<file path="config.mk">
export PLATFORM = sky130hd
export DESIGN_NAME = vfpf_ctrl
export DESIGN_NICKNAME = d
export VERILOG_FILES = /design/src/hdl/vfpf_pkg.sv /design/src/hdl/vfpf_ctrl.sv
export SDC_FILE = /design/constraint.sdc
export NUM_CORES = 1
export LEC_CHECK = 0
export BUFFER_PORTS_ARGS = -buffer_cell sky130_fd_sc_hd__buf_2
export CAP_MARGIN = 10
export CORE_AREA = 3 3 40 42
export CTS_CLUSTER_DIAMETER = 150
export DETAILED_ROUTE_END_ITERATION = 10
export DIE_AREA = 0 0 43 45
export GPL_ROUTABILITY_DRIVEN = 0
export GPL_TIMING_DRIVEN = 0
export PLACE_DENSITY = 0.49
export SYNTH_ARGS = -nofsm -noshare
export SYNTH_HDL_FRONTEND = slang
export SYNTH_SLANG_ARGS = --single-unit
</file>
<file path="constraint.sdc">
create_clock -name clk -period 2.1 [get_ports clk]
set_clock_uncertainty 0.2 [all_clocks]
set_input_delay 0 -clock clk [delete_from_list [all_inputs] [get_ports clk]]
set_output_delay 0 -clock clk [all_outputs]
set_load 0.01 [all_outputs]
</file>
<file path="src/hdl/vfpf_pkg.sv">
package vfpf_pkg;

  localparam int unsigned COORD_W = 32;
  localparam int unsigned INV_W   = 24;
  localparam int unsigned CELL_W  = 20;
  localparam int unsigned KEY_W   = 3 * CELL_W;
  localparam int unsigned PROD_W  = COORD_W + INV_W;
  localparam int unsigned NUM_W   = 16;

  localparam logic [INV_W-1:0] INV_RESET = 24'd65536;

  localparam logic [1:0] AXIS_X = 2'd0;
  localparam logic [1:0] AXIS_Y = 2'd1;
  localparam logic [1:0] AXIS_Z = 2'd2;

  typedef struct packed {
    logic       load;
    logic       mul_en;
    logic [1:0] mul_axis;
    logic       sat_en;
    logic [1:0] sat_axis;
    logic       scan_start;
    logic       scan_run;
    logic       commit;
  } vfpf_cmd_t;

  typedef struct packed {
    logic scan_done;
    logic out_free;
  } vfpf_stat_t;

endpackage

</file>
<file path="src/hdl/vfpf_ctrl.sv">
module vfpf_ctrl (
  input  logic                 clk,
  input  logic                 rst_n,
  input  logic                 in_fire,
  input  vfpf_pkg::vfpf_stat_t stat,
  output vfpf_pkg::vfpf_cmd_t  cmd,
  output logic                 idle
);

  localparam logic [1:0] ST_IDLE = 2'd0;
  localparam logic [1:0] ST_MUL  = 2'd1;
  localparam logic [1:0] ST_SCAN = 2'd2;
  localparam logic [1:0] ST_FIN  = 2'd3;

  logic [1:0] state_r, state_nxt;
  logic [1:0] step_r, step_nxt;

  always_ff @(posedge clk) begin
    if (!rst_n) begin
      state_r <= ST_IDLE;
      step_r  <= 2'd0;
    end else begin
      state_r <= state_nxt;
      step_r  <= step_nxt;
    end
  end

  always_comb begin
    state_nxt = state_r;
    step_nxt  = step_r;
    cmd       = '0;
    idle      = 1'b0;
    unique case (state_r)
      ST_IDLE: begin
        idle = 1'b1;
        cmd.load = in_fire;
        if (in_fire) begin
          state_nxt = ST_MUL;
          step_nxt  = 2'd0;
        end
      end
      ST_MUL: begin
        // multiply one axis per step, saturate the previous product
        cmd.mul_en   = (step_r != 2'd3);
        cmd.mul_axis = step_r;
        cmd.sat_en   = (step_r != 2'd0);
        cmd.sat_axis = step_r - 2'd1;
        step_nxt     = step_r + 2'd1;
        if (step_r == 2'd3) begin
          cmd.scan_start = 1'b1;
          state_nxt      = ST_SCAN;
        end
      end
      ST_SCAN: begin
        cmd.scan_run = 1'b1;
        if (stat.scan_done) state_nxt = ST_FIN;
      end
      ST_FIN: begin
        if (stat.out_free) begin
          cmd.commit = 1'b1;
          state_nxt  = ST_IDLE;
        end
      end
      default: state_nxt = ST_IDLE;
    endcase
  end

endmodule

</file>
# Yosys cells after proc, flatten, opt, wreduce, memory -nomap -nowiden
# Index checks and enable logic that the tools add are counted.
# W data, S select, Z words.
# classes
n_mux,14
n_addsub,2
n_reduce_logical,5
eq_ne,9
# ops
op,n
$mux W2,5
$ne A2 B2 Y1 const B,5
$pmux W2 S4,1
$mux W7,1
$eq A2 B2 Y1 const B,3
$mux W1,6
$pmux W2 S2,1
$reduce_and A4 Y1,1
$reduce_bool A2 Y1,2
$add A2 B1 Y2 const B,1
$eq A2 B1 Y1 const B,1
$logic_not A2 Y1,1
$reduce_and A2 Y1,1
$sub A2 B1 Y2 const B,1
# word_totals
out_inout_bits,11
register_bits,4
wordCells,32
in_bits,5

# Depth between registers and ports, before layout
# Gate-level depths: netlist (run 1).
# logic_depth
ltp_word,3
mapped_depth,6
depth_no_buf,5

# Worst setup path after synthesis (run 1)
# No wires, ideal clock.
# synth_path
kind,reg2reg
from,register state_r[1]
to,register state_r[0]
path_slack_ns,0.510
stages_incl_launch_ff,7
arrival_time_ns,1.319
required_time_ns,1.828
setup_time_ns,0.072
path_buffers,1
cell_sequence,dfxtp_1 > inv_1 > ha_1 > buf_6 > nor2b_4 > and4b_4 > mux2i_1
# synth_between
elab_chain_cells,3
# synth_lines
item,line,rtl
start: declaration,vfpf_ctrl.sv:15,"logic [1:0] state_r, state_nxt;"
start signal: assignment,vfpf_ctrl.sv:23,state_r <= state_nxt;
$eq A2 B1 Y1 (tied with other cells),vfpf_ctrl.sv:33,unique case (state_r)
$ne A2 B2 Y1 (no line),--,
$reduce_and A4 Y1 (no line),--,
# Parallel ways exist; a longest one is shown, timed or not.
# A chain may end at the register's enable or synchronous reset.

# Worst setup path in the final report (run 1)
# Same ends and word-level chain as after synthesis.

==> metrics.txt, run 1 <==
status complete, no violations; critical path class reg -> reg; clock latency on the worst-skew pair 0.23 ns; commonest non-fill, non-tap cell in the layout buf_2; Pwr Density 1120 mW/mm^2; clk buf depth 2; Post-Synthesis Cells 41; drt wl/cell 8.41 um; final setup fails 0; worst hold path type in -> out; Num CTS Buffers 3; Slew headroom about 87%; input/output buffers 15; CP arrival 1.62 ns; synth unique cells 16; Crit path depth 6; final worst-path cycle share 79.4%; Cell Chain, Critical Path inv_1 > ha_1 > buf_6 > nor2b_4 > and4b_4 > mux2i_1; Initial Utilization 28.2%; Logic pwr share 61.5%; RSZ-0062 raised after global routing no; sw frac 38.4%; final hold violation count 0; worst r2r src state_r[1]; cell area after synthesis 363 um^2; die area around 0.0019 mm^2; Max VDD drop 0.576 mV; Core Region 0.00128 mm^2; Power Internal roughly 350 uW; Root Driver clkbuf_4; Die W 43 um; sequential area share after synthesis ~22%; first-pass GRT wire length between 1000 and 1500 um; Placed Instances 71; largest net degree at the start of global routing 11; ANT cells 0; NumNets Final 74; antenna violations before repair 0; postcts setup bufs 0; GRT Residual Overflow 0; CP Launch Point state_r[1]; Reg area 80.1 um^2; delay-heaviest family, CP simple AND/OR/NAND/NOR gates; Rows 13; CTS resizes 0; fin crit period 1.67 ns; most frequent cells in the layout buf_2 (15), ha_1 (6), and2_1 (5); Reg2Reg Setup Slack ~0.43 ns; setup TNS 0 ns; Crit Path Max Fanout 10; fillers ~140; H-Tree Depth 1; share of layout cells above drive strength 1 between 30 and 40%; R2R cell count 6; Critical Path Start Type flop; Avg Cell Area, Syn 8.85 um^2; multi-input logic area 249 um^2; Mapped Nets between 50 and 60; Reg clk slew, reported paths 0.03 ns; yosys warns 0; P_leak 0.259 nW; DR iter-0 viols 3; Post-route DRC 0; P_sw 215 uW; fmax 600 MHz; Pre-Repair DR Iteration Count 4; routed vias/inst 4.03; CP endpoint state_r[0]; Max-Cap Viols 0; Vias 306; Final Non-Filler Cells 76; Crit-path slowest cell dfxtp_1; DRT Wirelength 639 um; io pins 16; vias in the first global route 276; Crit. End Element flop; CP Buf/Inv Count 2; Synth Register Bits 4; Die H roughly 45 um; sequential power share 22.2%; finished layout cell area between 400 and 500 um^2; Routed Antenna Nets 0; CTS tree yes; final max-slew violation count 0; CP max stage delay 0.37 ns; Post-DP Area 457 um^2; Total GRT Usage 7.75%; power share of the clock group 16.4%; worst r2r dst state_r[0]; Critical Path RT 2.05 ns; area grow syn2layout 37.6%; CTS Hold Buffers Added 2; worst hold path cell count 3; Worst Tran Pin Value 0.188 ns; clock tree sinks 4
==> layer usage <==
layer / global-route usage [%] / up-vias / wire length (um)
met3: 4.78 / 0 / 52
met2: 12.3 / 10 / 298
met4: 1.81 / 0 / 0
met1: 8.94 / 124 / 288
met5: 0 / - / 0
li1: - / 172 / -
==> power by group through the flow <==
stage | Clock, mW | Combinational, mW | Sequential [mW]
global route | 0.104 | 0.388 | 0.131
detailed placement | 0 | 0.349 | 0.126
finish | 0.0919 | 0.345 | 0.124
global placement | 0 | 0.350 | 0.125
CTS | 0.0960 | 0.352 | 0.125
floorplan | 0 | 0.262 | 0.120
==> cells by family (layout without fill, tap and decap cells) <==
| family | after synthesis | after routing | share of synthesized area [%] |
|---|---|---|---|
| and+or+nand+nor | 19 | 19 | 33.8 |
| adders and majority gates | 6 | 6 | 20.7 |
| buffers and inverters | 6 | 26 | 9.31 |
| DFF | 4 | 4 | 22.1 |
| AOI/OAI and AO/OA | 3 | 3 | 5.86 |
| muxes | 3 | 3 | 8.28 |
==> worst register-to-register path: cells and delay by family, from the launching register on <==
family                     cells  cell delay [ns]
DFF                            1             0.37
and+or+nand+nor                2             0.45
buffers and inverters          2             0.21
muxes                          1             0.18
adders and majority gates      1             0.19
==> cells in the mapped netlist <==
master | n | share of area (%)
and4b_4 | 1 | 3.8
a21boi_0 | 1 | 2.1
and2_1 | 5 | 8.6
buf_6 | 1 | 3.1
mux2i_1 | 3 | 8.3
nor2b_4 | 1 | 3.8
nand3_1 | 1 | 1.4
dfxtp_1 | 4 | 22
o21ai_0 | 1 | 1.4
nor2b_1 | 4 | 6.9
nand2b_1 | 3 | 5.2
a32oi_1 | 1 | 2.4
nand2_1 | 4 | 4.1
inv_1 | 4 | 4.1
ha_1 | 6 | 21
buf_4 | 1 | 2.1
==> through the flow <==
| step | utilization [%] | hold WS, ns | setup WS [ns] | total power [mW] |
|---|---|---|---|---|
| detailed placement | 35.5 | 0.0998 | 0.418 | 0.475 |
| global route | 38.9 | 0.125 | 0.308 | 0.623 |
| finish | 38.9 | 0.103 | 0.433 | 0.561 |
| global placement | 35.5 | 0.103 | 0.426 | 0.476 |
| floorplan | - | -0.0718 | 0.510 | 0.382 |
| CTS | 38.9 | 0.106 | 0.410 | 0.573 |
==> worst min-delay path by stage <==
stage	start	endpoint	slack, ns
after global placement	rst_n	step_r[1]	0.10
final	stat[0]	cmd[0]	0.10
after detailed placement	rst_n	step_r[1]	0.1
after CTS	stat[0]	cmd[0]	0.11
after floorplan	rst_n	step_r[1]	-0.07
after global routing	stat[0]	cmd[0]	0.12
==> state kept, by name (all words and copies together), names as in the netlist <==
register and cells:
step_r 2, state_r 2
==> layout make-up <==
cell class              instances  share of cell area (%)
multi-input cells              31                    49.9
clock buffers                   3                    4.51
repair buffers                 17                    19.0
inverters                       4                    3.01
flip-flops and latches          4                    16.0
plain buffers                   2                    3.76
well taps                      15                    3.76
Power figures use the tool's default switching activity.
==> inputs of run 2 (changes only) <==
PLACE_DENSITY = 0.51   (was 0.49)
clock period = 1.4 ns   (was 2.1 ns; I/O delays follow)
==> metrics.txt, run 2 (synthesis gave the netlist of run 1 again) <==
commonest non-fill, non-tap cell in the layout buf_2; fmax 687 MHz (+14%); Pre-Repair DR Iteration Count 4 (unchanged); worst r2r src state_r[1]; Worst Tran Pin Value 0.166 ns (-0.0218 ns); Crit Path Max Fanout 8 (-2); power share of the clock group 14.2% (-2.2 points); final setup fails 3 (+3); NumNets Final 77 (+4.1%); fin crit period 1.46 ns (-0.211 ns); drt wl/cell 9.65 um (+15%); Worst Hold End state_r[0]; violated checks negative setup slack; max layer used met3; routed wl met3 83 um (+60%); clock tree sinks 4 (unchanged); Reg2Reg Setup Slack -0.06 ns (-0.49 ns); Critical Path RT 1.35 ns (-0.70 ns); final worst-path cycle share 104% (+25 points); final hold violation count 0 (unchanged); DR iter-0 viols 5 (+2); Max-Cap Viols 0 (unchanged); Hold Crit Start stat[1]; Setup WS pre-CTS -0.191 ns (-0.609 ns); Root Driver clkbuf_4; worst hold path type in -> reg; first-pass GRT wire length 1260 um (+12%); Rows 13 (unchanged); DP HPWL between 500 and 600 um; CTS tree yes; CP arrival 1.41 ns (-0.21 ns); Post-route DRC 0 (unchanged); M1 WL 320 um (+11%); clock latency on the worst-skew pair 0.23 ns (about the same); Die H 45 um (unchanged); R2R cell count 5 (-1); Slew headroom 88.6% (+1.5 points); sw frac 38.1% (-0.25 points); io pins 16 (unchanged); Total GRT Usage 8.74% (+0.99 points); Core Region 0.00128 mm^2 (unchanged); met2 WL 357 um (+20%); routed vias/inst 4.39 (+9.1%); antenna violations before repair 0 (unchanged); GRT Residual Overflow 0 (unchanged); Num CTS Buffers 3 (unchanged); DRT Wirelength 762 um (+19%); ANT cells 0 (unchanged); die area 0.00194 mm^2 (unchanged); clk buf depth 2 (unchanged); Critical Path Start Type flop; H-Tree Depth 1 (unchanged); Pwr Density 1730 mW/mm^2 (+54%); total power 977 uW (+74%); share of layout cells above drive strength 1 54.7% (+19 points); Routed Antenna Nets 0 (unchanged); final max-slew violation count 0 (unchanged); critical path class reg -> reg; Vias 347 (+13%); largest net degree at the start of global routing 9 (-2); Die W 43 um (unchanged); Logic pwr share 65.4% (+3.9 points); area grow syn2layout 55.2%; most frequent cells in the layout buf_2 (15), and2_1 (5), buf_4 (5), nor2b_1 (4), nand2_1 (4); Max VDD drop 0.732 mV (+27%); status complete, but fails checks; vias in the first global route 305 (+11%); P_leak 0.279 nW (+7.8%); Initial Utilization 28.2% (unchanged); RSZ-0062 raised after global routing yes; worst hold path cell count 4 (+1); sequential power share 20.4% (-1.8 points); input/output buffers 15 (unchanged); PnR worst setup slack -0.0557 ns (-0.489 ns); biggest regs state_r (2), step_r (2); P_sw 372 uW (+73%); Power Internal 604 uW (+75%); Reg clk slew, reported paths 0.03 ns (about the same); worst r2r dst state_r[1]; Crit. End Element flop
## run 2: cell count changes in the layout (fill, tap and decap cells not counted), moves of 2 or more
cell,before,now
ha_2,0,2
ha_4,0,2
ha_1,6,2
dfxtp_1,4,0
dfxtp_2,0,3
buf_4,1,5
## run 2: how the worst max path moves through the flow
stage	cells past startpoint	endpoint	slack (ns)	from
2_1_floorplan	6	state_r[1]	-0.13	state_r[1]
3_3_place_gp	6	state_r[1]	-0.19	state_r[1]
3_5_place_dp	6	state_r[0]	-0.19	state_r[1]
4_1_cts	5	state_r[0]	-0.08	state_r[1]
5_1_grt	5	state_r[1]	-0.13	state_r[1]
6_report	5	state_r[1]	-0.06	state_r[1]
## run 2: cell type report
type | count | area [um^2]
Fill cell | 136 | 722
Multi-Input combinational cell | 31 | 287
Timing Repair Buffer | 21 | 125
Sequential cell | 4 | 87.6
Clock buffer | 3 | 22.5
Tap cell | 15 | 18.8
Inverter | 4 | 15.0
Buffer | 1 | 7.51
## run 2: what timing repair did
| action | in CTS | in global routing |
|---|---|---|
| hold buffers | 2 | 0 |
| setup endpoints to repair | 8 | 6 |
| hold endpoints to repair | 4 | 0 |
| pin swaps | 0 | 0 |
| resized for setup | 3 | 4 |
| setup buffers | 4 | 0 |
## run 2: stage by stage
stage               util [%]  cell area, um^2  instances  setup TNS (ns)  hold slack [ns]
floorplan                  -              379         41          -0.251          -0.0718
global placement        36.8              473         71          -0.421           0.0927
detailed placement      36.8              473         71          -0.436           0.0887
CTS                     42.0              539         79          -0.158           0.0985
global route            43.8              563         79          -0.531            0.135
finish                  43.8              563         79          -0.129           0.0943
## run 2: critical path: stages (launching register included)
cell and delay (ns):
dfxtp_2 0.33, inv_2 0.05, ha_4 0.17, nor2b_4 0.13
and4b_4 0.33, mux2i_1 0.18
## run 2: layer usage
| layer | GRT usage [%] | vias up |
|---|---|---|
| li1 | - | 178 |
| met3 | 5.18 | 0 |
| met4 | 1.81 | 0 |
| met1 | 9.40 | 154 |
| met5 | 0 | - |
| met2 | 15.0 | 15 |
## run 2: power by group through the flow
| stage | logic (mW) | clock network [mW] | registers [mW] |
|---|---|---|---|
| after floorplan | 0.411 | 0 | 0.191 |
| after global placement | 0.546 | 0 | 0.202 |
| after detailed placement | 0.551 | 0 | 0.201 |
| after CTS | 0.614 | 0.145 | 0.199 |
| after global routing | 0.712 | 0.155 | 0.205 |
| final | 0.639 | 0.139 | 0.199 |
==> inputs of run 3 (changes only) <==
ABC_AREA = 1   (was default)
==> metrics.txt, run 3 <==
final worst-path cycle share 99.1% (-4.8 points); largest net degree at the start of global routing 8 (-1); Crit. End Element output pin; clk buf depth 2 (unchanged); commonest non-fill, non-tap cell in the layout buf_2; CTS tree yes; Reg clk slew, reported paths 0.03 ns (about the same); critical path class reg -> out; Post-route DRC 0 (unchanged); Max VDD drop 0.855 mV (+17%); yosys warns 0 (unchanged); Critical Path RT 1.20 ns (-0.15 ns); sequential area share after synthesis 21.8% (-0.23 points); most crowded layer after global routing met2; largest family of logic cells by synthesized area simple AND/OR/NAND/NOR gates; die area 0.00194 mm^2 (unchanged); GRT Residual Overflow 0 (unchanged); Pwr Density 2060 mW/mm^2 (+19%); Synth Register Bits 4 (unchanged); first-pass GRT wire length 1250 um (-0.56%); Total GRT Usage 8.40% (-0.34 points); mux cell area share after synthesis 0% (-8.3 points); worst hold path cell count 7 (+3); R2R cell count 8 (+3); share of layout cells above drive strength 1 53.0% (-1.7 points); CP arrival 1.19 ns (-0.22 ns); Synth Area in Simple Gates 33.1% (-0.69 points); Crit Path Max Fanout 6 (-2); NumNets Final 96 (+25%); Initial Utilization 28.5% (+0.29 points); fmax 720 MHz (+4.9%); Crit-path slowest cell dfxtp_4; Die H 45 um (unchanged); Mapped Nets 70 (+35%); Rows 13 (unchanged); Vias 406 (+17%); Slew headroom 88.8% (+0.20 points); Num CTS Buffers 3 (unchanged); final max-slew violation count 0 (unchanged); Max-Cap Viols 0 (unchanged); clock tree sinks 4 (unchanged); final hold violation count 0 (unchanged); Avg Cell Area, Syn 6.21 um^2 (-30%); Post-Synth Adder-Cell Area 20.5% (-0.21 points); cell area after synthesis 367 um^2 (+1.0%); setup TNS 0 ns (+0.129 ns); P_leak 0.366 nW (+31%); worst hold path type in -> reg; Util after Layout 49.2% (+5.4 points); io pins 16 (unchanged); CP max stage delay 0.37 ns (+0.04 ns); drt wl/cell 8.10 um (-16%); Worst Tran Pin Value 0.167 ns (+0.000567 ns); Routed Antenna Nets 0 (unchanged); top cells by area, synth dfxtp_1 (22%), ha_1 (20%), inv_1 (16%); DP HPWL 605 um (+7.9%); clock latency on the worst-skew pair 0.23 ns (about the same); H-Tree Depth 1 (unchanged); M3 GR Usage 3.59% (-1.6 points); Async SR Flop Fraction 0% (unchanged); M2 GR Usage 14.4% (-0.60 points); biggest regs state_r (2), step_r (2); synth unique cells 14 (-2); Post-Synth XOR/XNOR Area 0% (unchanged); Root Driver clkbuf_4; Synth area leader dfxtp_1; most frequent cells in the layout buf_2 (14), inv_1 (13), nand2_1 (11), nor2_1 (7), nand2_2 (5); fin crit period 1.39 ns (-0.0677 ns); DR iter-0 viols 6 (+1); met1 Usage GRT 9.86% (+0.46 points); final hold slack 0.0493 ns (-0.0449 ns); vias in the first global route 316 (+3.6%); Post-synth EDFFs 0 (unchanged); Yosys top cell area share 21.8% (-0.23 points); final setup fails 0 (-3); ys flop type dfxtp_1; Commonest cells post-synth inv_1 (16), nand2_1 (16), nor2_1 (7), ha_1 (6), dfxtp_1 (4); Cell Chain, Critical Path inv_4 > ha_4 > buf_4 > nand2_1 > inv_1 > buf_2; RSZ-0062 raised after global routing yes; routed vias/inst 4.14 (-5.7%); status complete, no violations; Critical Path Start Type flop; area grow syn2layout 72.4%; Die W 43 um (unchanged); Core Region 0.00128 mm^2 (unchanged); antenna violations before repair 0 (unchanged); post-synthesis compound-gate area fraction 5.12% (-0.74 points); Post-Synthesis Cells 59 (+44%); Pre-Repair DR Iteration Count 4 (unchanged); input/output buffers 15 (unchanged); DRT Wirelength 794 um (+4.2%); ANT cells 0 (unchanged)
[run 3: cell count changes in the layout (fill, tap and decap cells not counted), moves of 4 or more]
cell     before  now
nand2_2       0    5
nor2_1        0    7
and2_1        5    0
inv_1         3   13
nand2_1       4   11
nor2b_1       4    0
[run 3: final cells by class]
class | count | area [um^2]
clock buffer | 3 | 22.5
inverter | 17 | 71.3
fill | 132 | 653
tap | 15 | 18.8
timing repair buffer | 21 | 135
multi-input combinational | 37 | 280
sequential | 4 | 92.6
buffer | 1 | 11.3
[run 3: per-layer routing]
layer / up-vias / share of wire, %
met5: - / 0
met4: 0 / 0
met3: 0 / 7.6
met2: 13 / 49
met1: 177 / 43
li1: 216 / -
[run 3: logic make-up after synthesis]
family	Yosys count
DFF	4
AOI/OAI and AO/OA	3
buffers and inverters	18
adders and majority gates	6
and+or+nand+nor	28
[run 3: what timing repair did]
item,CTS,global route
pin swaps,1,6
setup endpoints to repair,11,6
cloned,0,0
gates resized for setup,15,16
hold buffers,2,0
setup buffers,2,2
hold endpoints to repair,4,0
[run 3: per-stage QoR]
stage / total power [mW] / instance area [um^2] / std cells / worst slack, ns
floorplan: 0.652 / 369 / 59 / 0.00451
global placement: 0.822 / 463 / 89 / -0.148
detailed placement: 0.826 / 463 / 89 / -0.154
CTS: 1.15 / 567 / 96 / 0.00725
global route: 1.44 / 632 / 98 / -0.0378
finish: 1.30 / 632 / 98 / 0.0120
[run 3: report_power, final]
part	leakage (nW)	total [mW]	internal (mW)	switching [mW]
logic	0.317	0.924	0.451	0.473
clock network	0.0138	0.137	0.0954	0.0411
registers	0.0353	0.244	0.178	0.0662
total	0.366	1.30	0.724	0.580
[run 3: final timing paths]
kind,startpoint,end,slack [ns]
min reg2reg,step_r[1],step_r[1],0.28
min,stat[1],state_r[1],0.05
max reg2reg,state_r[1],state_r[0],0.06
max,state_r[1],cmd[2],0.01
[run 3: worst max-delay path, delay by kind of cell, from the launching register on]
kind / cells / cell delay, ns
flip-flops: 1 / 0.37
AND/OR/NAND/NOR: 1 / 0.06
adder cells (fa/ha/maj): 1 / 0.18
buffers and inverters: 4 / 0.36
